`src/hw/rtl/yuv420_block_to_rgb_core_macros.svh`:
```
// Assertion helpers for the block-to-RGB core.
// All macros sample on the rising edge of clock.
`ifndef YUV420_BLOCK_TO_RGB_CORE_MACROS_SVH
`define YUV420_BLOCK_TO_RGB_CORE_MACROS_SVH

// Same-cycle implication, masked while reset is high.
`define YB2R_ASSERT_NOW(label, ante, cons, msg) \
   label: assert property (@(posedge clock) disable iff (reset) (ante) |-> (cons)) \
      else $error(msg);

// Next-cycle implication, masked while reset is high.
`define YB2R_ASSERT_NEXT(label, ante, cons, msg) \
   label: assert property (@(posedge clock) disable iff (reset) (ante) |=> (cons)) \
      else $error(msg);

// Plain check, active through reset as well.
`define YB2R_ASSERT_ALWAYS(label, expr, msg) \
   label: assert property (@(posedge clock) (expr)) else $error(msg);

`endif

```
`src/hw/rtl/yb2r_pkg.sv`:
```
`timescale 1ns / 1ps

package yb2r_pkg;

   // Geometry of one block and of the fixed-point datapath
   localparam int LANES      = 4;
   localparam int PIX_W      = 8;
   localparam int COEF_W     = 18;
   localparam int PROD_W     = 27;   // 19-bit signed coef times 8-bit signed chroma
   localparam int TERM_W     = 28;   // room for the sum of the two green products
   localparam int SUM_W      = 30;   // luma in Q.16 plus any term plus rounding
   localparam int FRAC_BITS  = 16;
   localparam int CSR_IDX_W  = 2;
   localparam int REQ_DATA_W = 6 * PIX_W;
   localparam int RSP_DATA_W = LANES * 3 * PIX_W;

   // Round-half-up offset in Q.16
   localparam logic signed [SUM_W-1:0] HALF_LSB = SUM_W'(1 << (FRAC_BITS - 1));

   // BT.601 full-range gains, Q2.16
   localparam logic [COEF_W-1:0] COEF_RED_CR_RESET   = COEF_W'(91881);
   localparam logic [COEF_W-1:0] COEF_GREEN_CB_RESET = COEF_W'(22553);
   localparam logic [COEF_W-1:0] COEF_GREEN_CR_RESET = COEF_W'(46802);
   localparam logic [COEF_W-1:0] COEF_BLUE_CB_RESET  = COEF_W'(116130);

   typedef enum logic [CSR_IDX_W-1:0] {
      CSR_RED_CR   = 2'd0,
      CSR_GREEN_CB = 2'd1,
      CSR_GREEN_CR = 2'd2,
      CSR_BLUE_CB  = 2'd3
   } csr_index_type;

   typedef struct packed {
      logic [COEF_W-1:0] blue_cb;
      logic [COEF_W-1:0] green_cr;
      logic [COEF_W-1:0] green_cb;
      logic [COEF_W-1:0] red_cr;
   } coef_set_type;

   // Chroma contributions shared by all four pixels, Q.16 signed
   typedef struct packed {
      logic signed [TERM_W-1:0] blue;
      logic signed [TERM_W-1:0] green;
      logic signed [TERM_W-1:0] red;
   } chroma_terms_type;

   // Red sits in the low byte so a pixel drops straight into tdata
   typedef struct packed {
      logic [PIX_W-1:0] blue;
      logic [PIX_W-1:0] green;
      logic [PIX_W-1:0] red;
   } rgb_type;

   // Take a rounded Q.16 sum down to a byte, saturating at 0 and 255
   function automatic logic [PIX_W-1:0] sat_pixel(input logic signed [SUM_W-1:0] sum);
      logic [PIX_W-1:0] res;
      if (sum[SUM_W-1]) begin
         res = '0;
      end else if (|sum[SUM_W-2:FRAC_BITS+PIX_W]) begin
         res = '1;
      end else begin
         res = sum[FRAC_BITS+PIX_W-1:FRAC_BITS];
      end
      return res;
   endfunction

endpackage

```
`src/hw/rtl/yb2r_chroma.sv`:
```
`timescale 1ns / 1ps

// Shared chroma stage: four gain products, green pair summed, registered.
module yb2r_chroma (
   input  logic                          clock,
   input  logic                          en,
   input  logic [yb2r_pkg::PIX_W-1:0]    chroma_blue,
   input  logic [yb2r_pkg::PIX_W-1:0]    chroma_red,
   input  yb2r_pkg::coef_set_type        coefs,
   output yb2r_pkg::chroma_terms_type    terms_ff
);
   import yb2r_pkg::*;

   logic signed [PIX_W-1:0]  cb_s;
   logic signed [PIX_W-1:0]  cr_s;
   logic signed [PROD_W-1:0] red_prod;
   logic signed [PROD_W-1:0] gcb_prod;
   logic signed [PROD_W-1:0] gcr_prod;
   logic signed [PROD_W-1:0] blue_prod;
   chroma_terms_type         terms_in;

   // Removing the 128 offset is just flipping the top bit
   assign cb_s = $signed({~chroma_blue[PIX_W-1], chroma_blue[PIX_W-2:0]});
   assign cr_s = $signed({~chroma_red[PIX_W-1], chroma_red[PIX_W-2:0]});

   assign red_prod  = $signed({1'b0, coefs.red_cr})   * cr_s;
   assign gcb_prod  = $signed({1'b0, coefs.green_cb}) * cb_s;
   assign gcr_prod  = $signed({1'b0, coefs.green_cr}) * cr_s;
   assign blue_prod = $signed({1'b0, coefs.blue_cb})  * cb_s;

   always_comb begin
      terms_in.red   = TERM_W'(red_prod);
      terms_in.green = TERM_W'(gcb_prod) + TERM_W'(gcr_prod);
      terms_in.blue  = TERM_W'(blue_prod);
   end

   always_ff @(posedge clock) begin
      if (en) begin
         terms_ff <= terms_in;
      end
   end

endmodule

```
`src/hw/rtl/yb2r_lane.sv`:
```
`timescale 1ns / 1ps

// One pixel lane: luma plus the shared chroma terms, rounded and clamped.
module yb2r_lane (
   input  logic                          clock,
   input  logic                          en,
   input  logic [yb2r_pkg::PIX_W-1:0]    luma,
   input  yb2r_pkg::chroma_terms_type    terms,
   output yb2r_pkg::rgb_type             pixel_ff
);
   import yb2r_pkg::*;

   logic signed [SUM_W-1:0] luma_q;
   logic signed [SUM_W-1:0] red_sum;
   logic signed [SUM_W-1:0] green_sum;
   logic signed [SUM_W-1:0] blue_sum;
   rgb_type                 pixel_in;

   // Luma in Q.16, never negative
   assign luma_q = $signed({{(SUM_W-PIX_W-FRAC_BITS){1'b0}}, luma, {FRAC_BITS{1'b0}}});

   assign red_sum   = luma_q + SUM_W'(terms.red)   + HALF_LSB;
   assign green_sum = luma_q - SUM_W'(terms.green) + HALF_LSB;
   assign blue_sum  = luma_q + SUM_W'(terms.blue)  + HALF_LSB;

   always_comb begin
      pixel_in.red   = sat_pixel(red_sum);
      pixel_in.green = sat_pixel(green_sum);
      pixel_in.blue  = sat_pixel(blue_sum);
   end

   always_ff @(posedge clock) begin
      if (en) begin
         pixel_ff <= pixel_in;
      end
   end

endmodule

```
`src/hw/rtl/yuv420_block_to_rgb_core.sv`:
```
`timescale 1ns / 1ps
`include "yuv420_block_to_rgb_core_macros.svh"
// 4:2:0 block to RGB converter, BT.601 full range.
// req_*: one word per 2x2 block, four luma bytes then Cb and Cr.
// rsp_*: one word per block, four RGB pixels (TL, TR, BL, BR), R lowest.
// csr_*: gain registers, Q2.16, written only while the core is idle;
// the user must keep to that, the core does not enforce it. Throughput is
// one block per clock while rsp_tready is not stalled: the chroma
// multipliers form stage one, the four pixel lanes stage two.
// Each stage holds its word while the next one is full, so the core keeps
// taking input as long as one stage is free; a stalled rsp_tready backs
// up through both stages, then drops req_tready.
// Reset (synchronous) empties both stages and loads the BT.601 gains.
module yuv420_block_to_rgb_core (
   input  logic                                clock,
   input  logic                                reset,
   input  logic                                req_tvalid,
   output logic                                req_tready,
   // luma_top_left, luma_top_right, luma_bottom_left, luma_bottom_right,
   // chroma_blue, chroma_red
   input  logic [yb2r_pkg::REQ_DATA_W-1:0]     req_tdata,
   output logic                                rsp_tvalid,
   input  logic                                rsp_tready,
   // red/green/blue of top_left, top_right, bottom_left, bottom_right
   output logic [yb2r_pkg::RSP_DATA_W-1:0]     rsp_tdata,
   input  logic                                csr_we,
   input  logic [yb2r_pkg::CSR_IDX_W-1:0]      csr_index,
   input  logic [yb2r_pkg::COEF_W-1:0]         csr_wdata
);
   import yb2r_pkg::*;

   // Full gain set as loaded by reset
   localparam coef_set_type GAINS_AT_RESET = '{
      blue_cb:  COEF_BLUE_CB_RESET,
      green_cr: COEF_GREEN_CR_RESET,
      green_cb: COEF_GREEN_CB_RESET,
      red_cr:   COEF_RED_CR_RESET
   };

   coef_set_type     coefs_ff;
   coef_set_type     coefs_in;
   logic             s1_valid_ff, s1_valid_in;
   logic             s2_valid_ff, s2_valid_in;
   logic             s1_adv, s2_adv;
   logic [PIX_W-1:0] luma_ff [LANES];
   chroma_terms_type terms;
   rgb_type          pixels [LANES];

   // Gain registers
   always_comb begin
      coefs_in = coefs_ff;
      if (csr_we) begin
         unique case (csr_index_type'(csr_index))
            CSR_RED_CR:   coefs_in.red_cr   = csr_wdata;
            CSR_GREEN_CB: coefs_in.green_cb = csr_wdata;
            CSR_GREEN_CR: coefs_in.green_cr = csr_wdata;
            CSR_BLUE_CB:  coefs_in.blue_cb  = csr_wdata;
         endcase
      end
   end

   // Stage control: a stage moves when it is empty or its successor moves
   assign s2_adv      = !s2_valid_ff || rsp_tready;
   assign s1_adv      = !s1_valid_ff || s2_adv;
   assign req_tready  = s1_adv;
   assign s1_valid_in = s1_adv ? req_tvalid : s1_valid_ff;
   assign s2_valid_in = s2_adv ? s1_valid_ff : s2_valid_ff;

   always_ff @(posedge clock) begin
      if (reset) begin
         s1_valid_ff       <= 1'b0;
         s2_valid_ff       <= 1'b0;
         coefs_ff.red_cr   <= COEF_RED_CR_RESET;
         coefs_ff.green_cb <= COEF_GREEN_CB_RESET;
         coefs_ff.green_cr <= COEF_GREEN_CR_RESET;
         coefs_ff.blue_cb  <= COEF_BLUE_CB_RESET;
      end else begin
         s1_valid_ff <= s1_valid_in;
         s2_valid_ff <= s2_valid_in;
         coefs_ff    <= coefs_in;
      end
   end

   // Luma rides along with the chroma stage
   always_ff @(posedge clock) begin
      if (s1_adv) begin
         for (int i = 0; i < LANES; i++) begin
            luma_ff[i] <= req_tdata[i*PIX_W +: PIX_W];
         end
      end
   end

   yb2r_chroma u_chroma (
      .clock       (clock),
      .en          (s1_adv),
      .chroma_blue (req_tdata[LANES*PIX_W +: PIX_W]),
      .chroma_red  (req_tdata[(LANES+1)*PIX_W +: PIX_W]),
      .coefs       (coefs_ff),
      .terms_ff    (terms)
   );

   // Pixel lanes, merged into the response word
   for (genvar g = 0; g < LANES; g++) begin : g_lane
      yb2r_lane u_lane (
         .clock    (clock),
         .en       (s2_adv),
         .luma     (luma_ff[g]),
         .terms    (terms),
         .pixel_ff (pixels[g])
      );
      assign rsp_tdata[g*3*PIX_W +: 3*PIX_W] = pixels[g];
   end

   assign rsp_tvalid = s2_valid_ff;

   // Checks
   `YB2R_ASSERT_NEXT(a_accept_fills_s1, req_tvalid && req_tready, s1_valid_ff, "accepted word lost")
   `YB2R_ASSERT_NEXT(a_s1_moves_to_out, s1_valid_ff && s2_adv, rsp_tvalid, "stage one word stuck")
   `YB2R_ASSERT_NOW(a_empty_is_ready, !s1_valid_ff && !s2_valid_ff, req_tready, "empty, not ready")
   `YB2R_ASSERT_ALWAYS(a_reset_gains, !$fell(reset) || coefs_ff == GAINS_AT_RESET, "bad reset gains")

endmodule
```
`config.mk`:
```
export PLATFORM = sky130hd
export DESIGN_NAME = yuv420_block_to_rgb_core
export DESIGN_NICKNAME = d
export VERILOG_FILES = /design/src/hw/rtl/yb2r_pkg.sv /design/src/hw/rtl/yb2r_chroma.sv /design/src/hw/rtl/yb2r_lane.sv /design/src/hw/rtl/yuv420_block_to_rgb_core.sv
export VERILOG_INCLUDE_DIRS = /design/src /design/src/hw/rtl
export SDC_FILE = /design/constraint.sdc
export NUM_CORES = 2
export LEC_CHECK = 0
export ABC_CLOCK_PERIOD_IN_PS = 10400
export BUFFER_PORTS_ARGS = -buffer_cell sky130_fd_sc_hd__buf_2
export CORE_UTILIZATION = 50
export DETAILED_ROUTE_END_ITERATION = 8
export HOLD_SLACK_MARGIN = 0.06
export PLACE_DENSITY = 0.67
export SETUP_SLACK_MARGIN = 0.15
export SLEW_MARGIN = 15
export SYNTH_ARGS = -nofsm -noshare
export SYNTH_HDL_FRONTEND = slang
export SYNTH_HIERARCHICAL = 1
export SYNTH_SLANG_ARGS = --single-unit
export TNS_END_PERCENT = 30
```
`constraint.sdc`:
```
create_clock -name clock -period 10.4 [get_ports clock]
set_input_delay 0.52 -clock clock [delete_from_list [all_inputs] [get_ports clock]]
set_output_delay 0.52 -clock clock [all_outputs]
set_load 0.005 [all_outputs]
```
Yosys cells after proc, flatten, opt, wreduce, memory -nomap -nowiden
Memories as Yosys holds them, arrays and structs flattened.
Index checks and enable logic that the tools add are counted.
{ "word_totals": {"regBits": 252, "ram_bits": 32, "input_bits": 73, "output_inout_bits": 98, "word_cells": 91, "mem_count": 1} }
{ "classes": {"addsub": 25, "mul": 4, "eq_ne": 3, "n_mux": 14, "n_bitwise": 2, "reduce_logical": 21} }
{ "memory_table": {"columns": ["memory", "words", "word_bits", "rd", "rd_clocked_by_memory_dff", "write_ports", "line_no", "text"], "rows": [
  ["luma_ff", 4, 8, 4, 0, 4, "yuv420_block_to_rgb_core.sv:45", "logic [PIX_W-1:0] luma_ff [LANES];"]
]} }
{ "ops": {"columns": ["operator", "count"], "rows": [
  ["30-bit by 17-bit adder with 30-bit output, second input constant", 12],
  ["25-bit by 27-bit adder with 28-bit output", 8],
  ["25-bit by 28-bit subtractor with 29-bit output", 4],
  ["19-bit by 8-bit multiplier with 27-bit output", 4],
  ["8-bit two-way mux", 12],
  ["5-bit OR reduction", 12],
  ["27-bit by 27-bit adder with 28-bit output", 1],
  ["2-bit AND reduction", 4],
  ["2-bit equality test, second input constant", 2],
  ["2-bit by 1-bit equality test with 1-bit output, second input constant", 1],
  ["1-bit zero test", 2],
  ["2-bit zero test", 1],
  ["1-bit logical OR", 2],
  ["1-bit two-way mux", 2],
  ["1-bit NOT", 2]
]} }

Logic depth before layout (Yosys ltp)
{ "depth": {"word_depth": 5, "ltp_mapped": 22, "mapped_depth_nobuf": 20} }

Hierarchy
The synthesis kept the hierarchy.
{ "modules_own_cells": {"columns": ["module", "n_inst", "cells_per_inst", "area_each_um2", "seq_area_each_um2"], "rows": [
  ["yb2r_chroma", 1, 2374, 22031.1, 2462.4],
  ["yb2r_lane", 4, 270, 2462.4, 720.7],
  ["yuv420_block_to_rgb_core", 1, 318, 3900.0, 2442.3]
]} }

Worst setup path before layout
OpenSTA, ideal clock, no wires.
{ "synth_timing": {"path_kind": "input -> register", "startpoint": "input port req_tdata[47] in the netlist's numbering", "endpoint": "register u_chroma/terms_ff[53] in the netlist's numbering, data pin", "setup_time_ps": 279, "arrival_time_ps": 5802, "t_required_ps": 10121, "setup_slack_ps": 4319, "path_stages": 19, "path_buffers": 3, "cell_sequence": "clkbuf_1 clkbuf_1 nor2_1 fa_1 fa_1 fa_1 fa_1 fa_1 inv_1 fa_1 inv_1 ha_1 clkbuf_1 a21oi_1 o21ai_0 or2_2 a31oi_1 o21a_1 o311ai_0"} }
{ "synth_rtl": {"columns": ["element", "line_no", "text"], "rows": [
  ["from (decl)", "yuv420_block_to_rgb_core.sv:21", "input logic [yb2r_pkg::REQ_DATA_W-1:0] req_tdata,"],
  ["to (signal assigned)", "yb2r_chroma.sv:39", "terms_ff <= terms_in;"],
  ["to (decl)", "yb2r_chroma.sv:10", "output yb2r_pkg::chroma_terms_type terms_ff"]
]} }

==> impl_metrics.ini <==
[clocking]
clock_path_buffers = 3
path_clk_slew_ps = 60
post_cts_resized = 0
worst_skew_pair.late_latency_ps = 600
numCtsBuffers = 29
cts_sinks = 254
cts_root_buffer = clkbuf_16
htreeDepth = 1
cts_tree = yes

[pwr]
p_sw_w = 0.00559
pwr-share-comb_pct = 72.1
max-vdd-ir-drop_v = 0.000374
power.density_nw_per_um2 = 301
seq_power_share_pct = 18.5
p_sw_share_pct = 49.8
p_int_w = 0.00564
power_w = 0.0112
p_leak_nw = 17.8
pwr-share-clk_pct = 9.4

[drt]
via_per_inst = 5.41
drt_pre_antenna_iters = 6
vias = 25800
drc = 0
post_drt_wl_per_cell_um = 17.9
drt_iter0_drc = 1781
drt-total-wl_mm = 85.3
ant_nets = 0

[yosys]
ys_warn_count = 6
synth_area_um2 = 34600
synthesis.nets = 4533
postSynthCellCount = 3699
synth_area_per_cell_um2 = 9.35

[critical_path]
end_kind = flip-flop
cp_data_arrival_time_ps = 6340
required_ps = 10690
worstPathMaxFanout = 9
reg2reg_slack_ps = 4350
critical_path.startpoint_type = flip-flop
criticalPathCategory = flip-flop to flip-flop

[final_layout]
final_nets = 4641
layoutNonFillerInstCount = 4762
drive_above_1_share_pct = 9.09
final_common_cell = inv_1
fin_area_um2 = 37300
n_fill_cell = 6186
final_cell_mix = 654 x inv_1, 442 x fa_1, 319 x nand2_1, 319 x ha_1, 299 x and2_1
areaGrowthSynthToFinish_pct = 7.66

[sta]
whs_ps = 94.8
finClkSkew_ps = 27.8
finalSetupTns_ps = 0
finalSetupViolCount = 0
fin_crit_ps = 6050
hold_viol_final = 0
rsz0062_at_grt = false
finalCritPeriodShare_pct = 58.2
fmax_mhz = 165
slew_viol_final = 0
tightest_slew_ps = 990
max-slew-margin-rel_pct = 33.4

[worst_hold_path]
holdCritPathClass = input pin to flip-flop

[global_route]
grt_usage_pct = 24.8
antenna_found_initial = 3
grt-ovfl-total = 0
grt_max_degree = 109
first_global_vias = 25700
grt_first_pass_wirelength_mm = 138

[floorplan]
start_util_pct = 50.5
core-area_um2 = 68600
die_h_um = 265
die_w_um = 265
die-area_um2 = 70300
row_count = 96
io_pins = 171

[place]
placed_cells = 4704
gp_congestion = 0.907
dpl.hpwl_mm = 68.4
port-buffer-count = 170
place_area_um2 = 36200

[run_status]
status = complete, no violations

[run]
drv_cap = 0
==> metrics by stage <==
step	setup slack (ps)	utilization, %
CTS	4340	54.3
detailed placement	3790	52.8
global route	4000	54.3
finish	4350	54.3
global placement	3920	52.8
floorplan	4320	-
==> power by group through the flow <==
stage / Combinational, W / Sequential [W] / Clock, W
after global placement: 0.00794 / 0.00210 / 0
after global routing: 0.00916 / 0.00212 / 0.00111
after floorplan: 0.00617 / 0.00196 / 0
after detailed placement: 0.00802 / 0.00210 / 0
after CTS: 0.00808 / 0.00208 / 0.00108
final: 0.00810 / 0.00208 / 0.00106
==> registers in the layout, indices dropped and copies added (netlist names) <==
| register | count |
|---|---|
| coefs_ff | 72 |
| g_lane.u_lane/pixel_ff | 96 |
| luma_ff | 32 |
| rsp_tvalid | 1 |
| s1_valid_ff | 1 |
| u_chroma/terms_ff | 52 |
==> layout make-up <==
cell class / count / area, µm² / share of cell area (%)
well taps: 931 / 1160 / 3.13
repair buffers: 178 / 918 / 2.47
clock buffers: 30 / 729 / 1.96
clock inverters: 24 / 272 / 0.729
inverters: 654 / 2450 / 6.59
diodes: 1 / 2.50 / 0.00672
multi-input cells: 2690 / 24800 / 66.6
flip-flops and latches: 254 / 6890 / 18.5
==> timing repair <==
| item | in CTS | in global routing |
|---|---|---|
| buffers inserted | 0 | 0 |
| hold endpoints to repair | 3 | 0 |
| hold buffers | 3 | 0 |
==> critical path, stage by stage (launching register included) <==
cell	delay (ps)
dfxtp_1	460
or2_2	360
fa_1	480
inv_1	50
fa_1	560
fa_1	450
fa_1	510
fa_1	540
inv_1	50
fa_1	520
inv_1	40
ha_1	390
a21oi_1	250
o21ai_0	190
or2_2	330
a31oi_1	220
o21a_1	180
o311ai_0	160
==> metal layers <==
layer	wire, µm	GRT usage, %	part of all wire (%)
met1	39200	35.3	46
met2	37800	39.0	44
met3	5420	3.61	6.4
met4	2750	7.73	3.2
met5	31	0	0.036
==> path summary, 6_finish.rpt <==
check	start	to	cells past startpoint
hold reg to reg	s1_valid_ff$_SDFFE_PP0P_	rsp_tvalid$_SDFFE_PP0P_	2
setup reg to reg	coefs_ff[25]$_SDFFE_PP0P_	u_chroma/terms_ff[53]$_DFFE_PP_	17
hold / removal	req_tdata[24]	luma_ff[3][0]$_DFFE_PP_	1
setup / recovery	coefs_ff[25]$_SDFFE_PP0P_	u_chroma/terms_ff[53]$_DFFE_PP_	17
(Power assumes the default switching activity.)
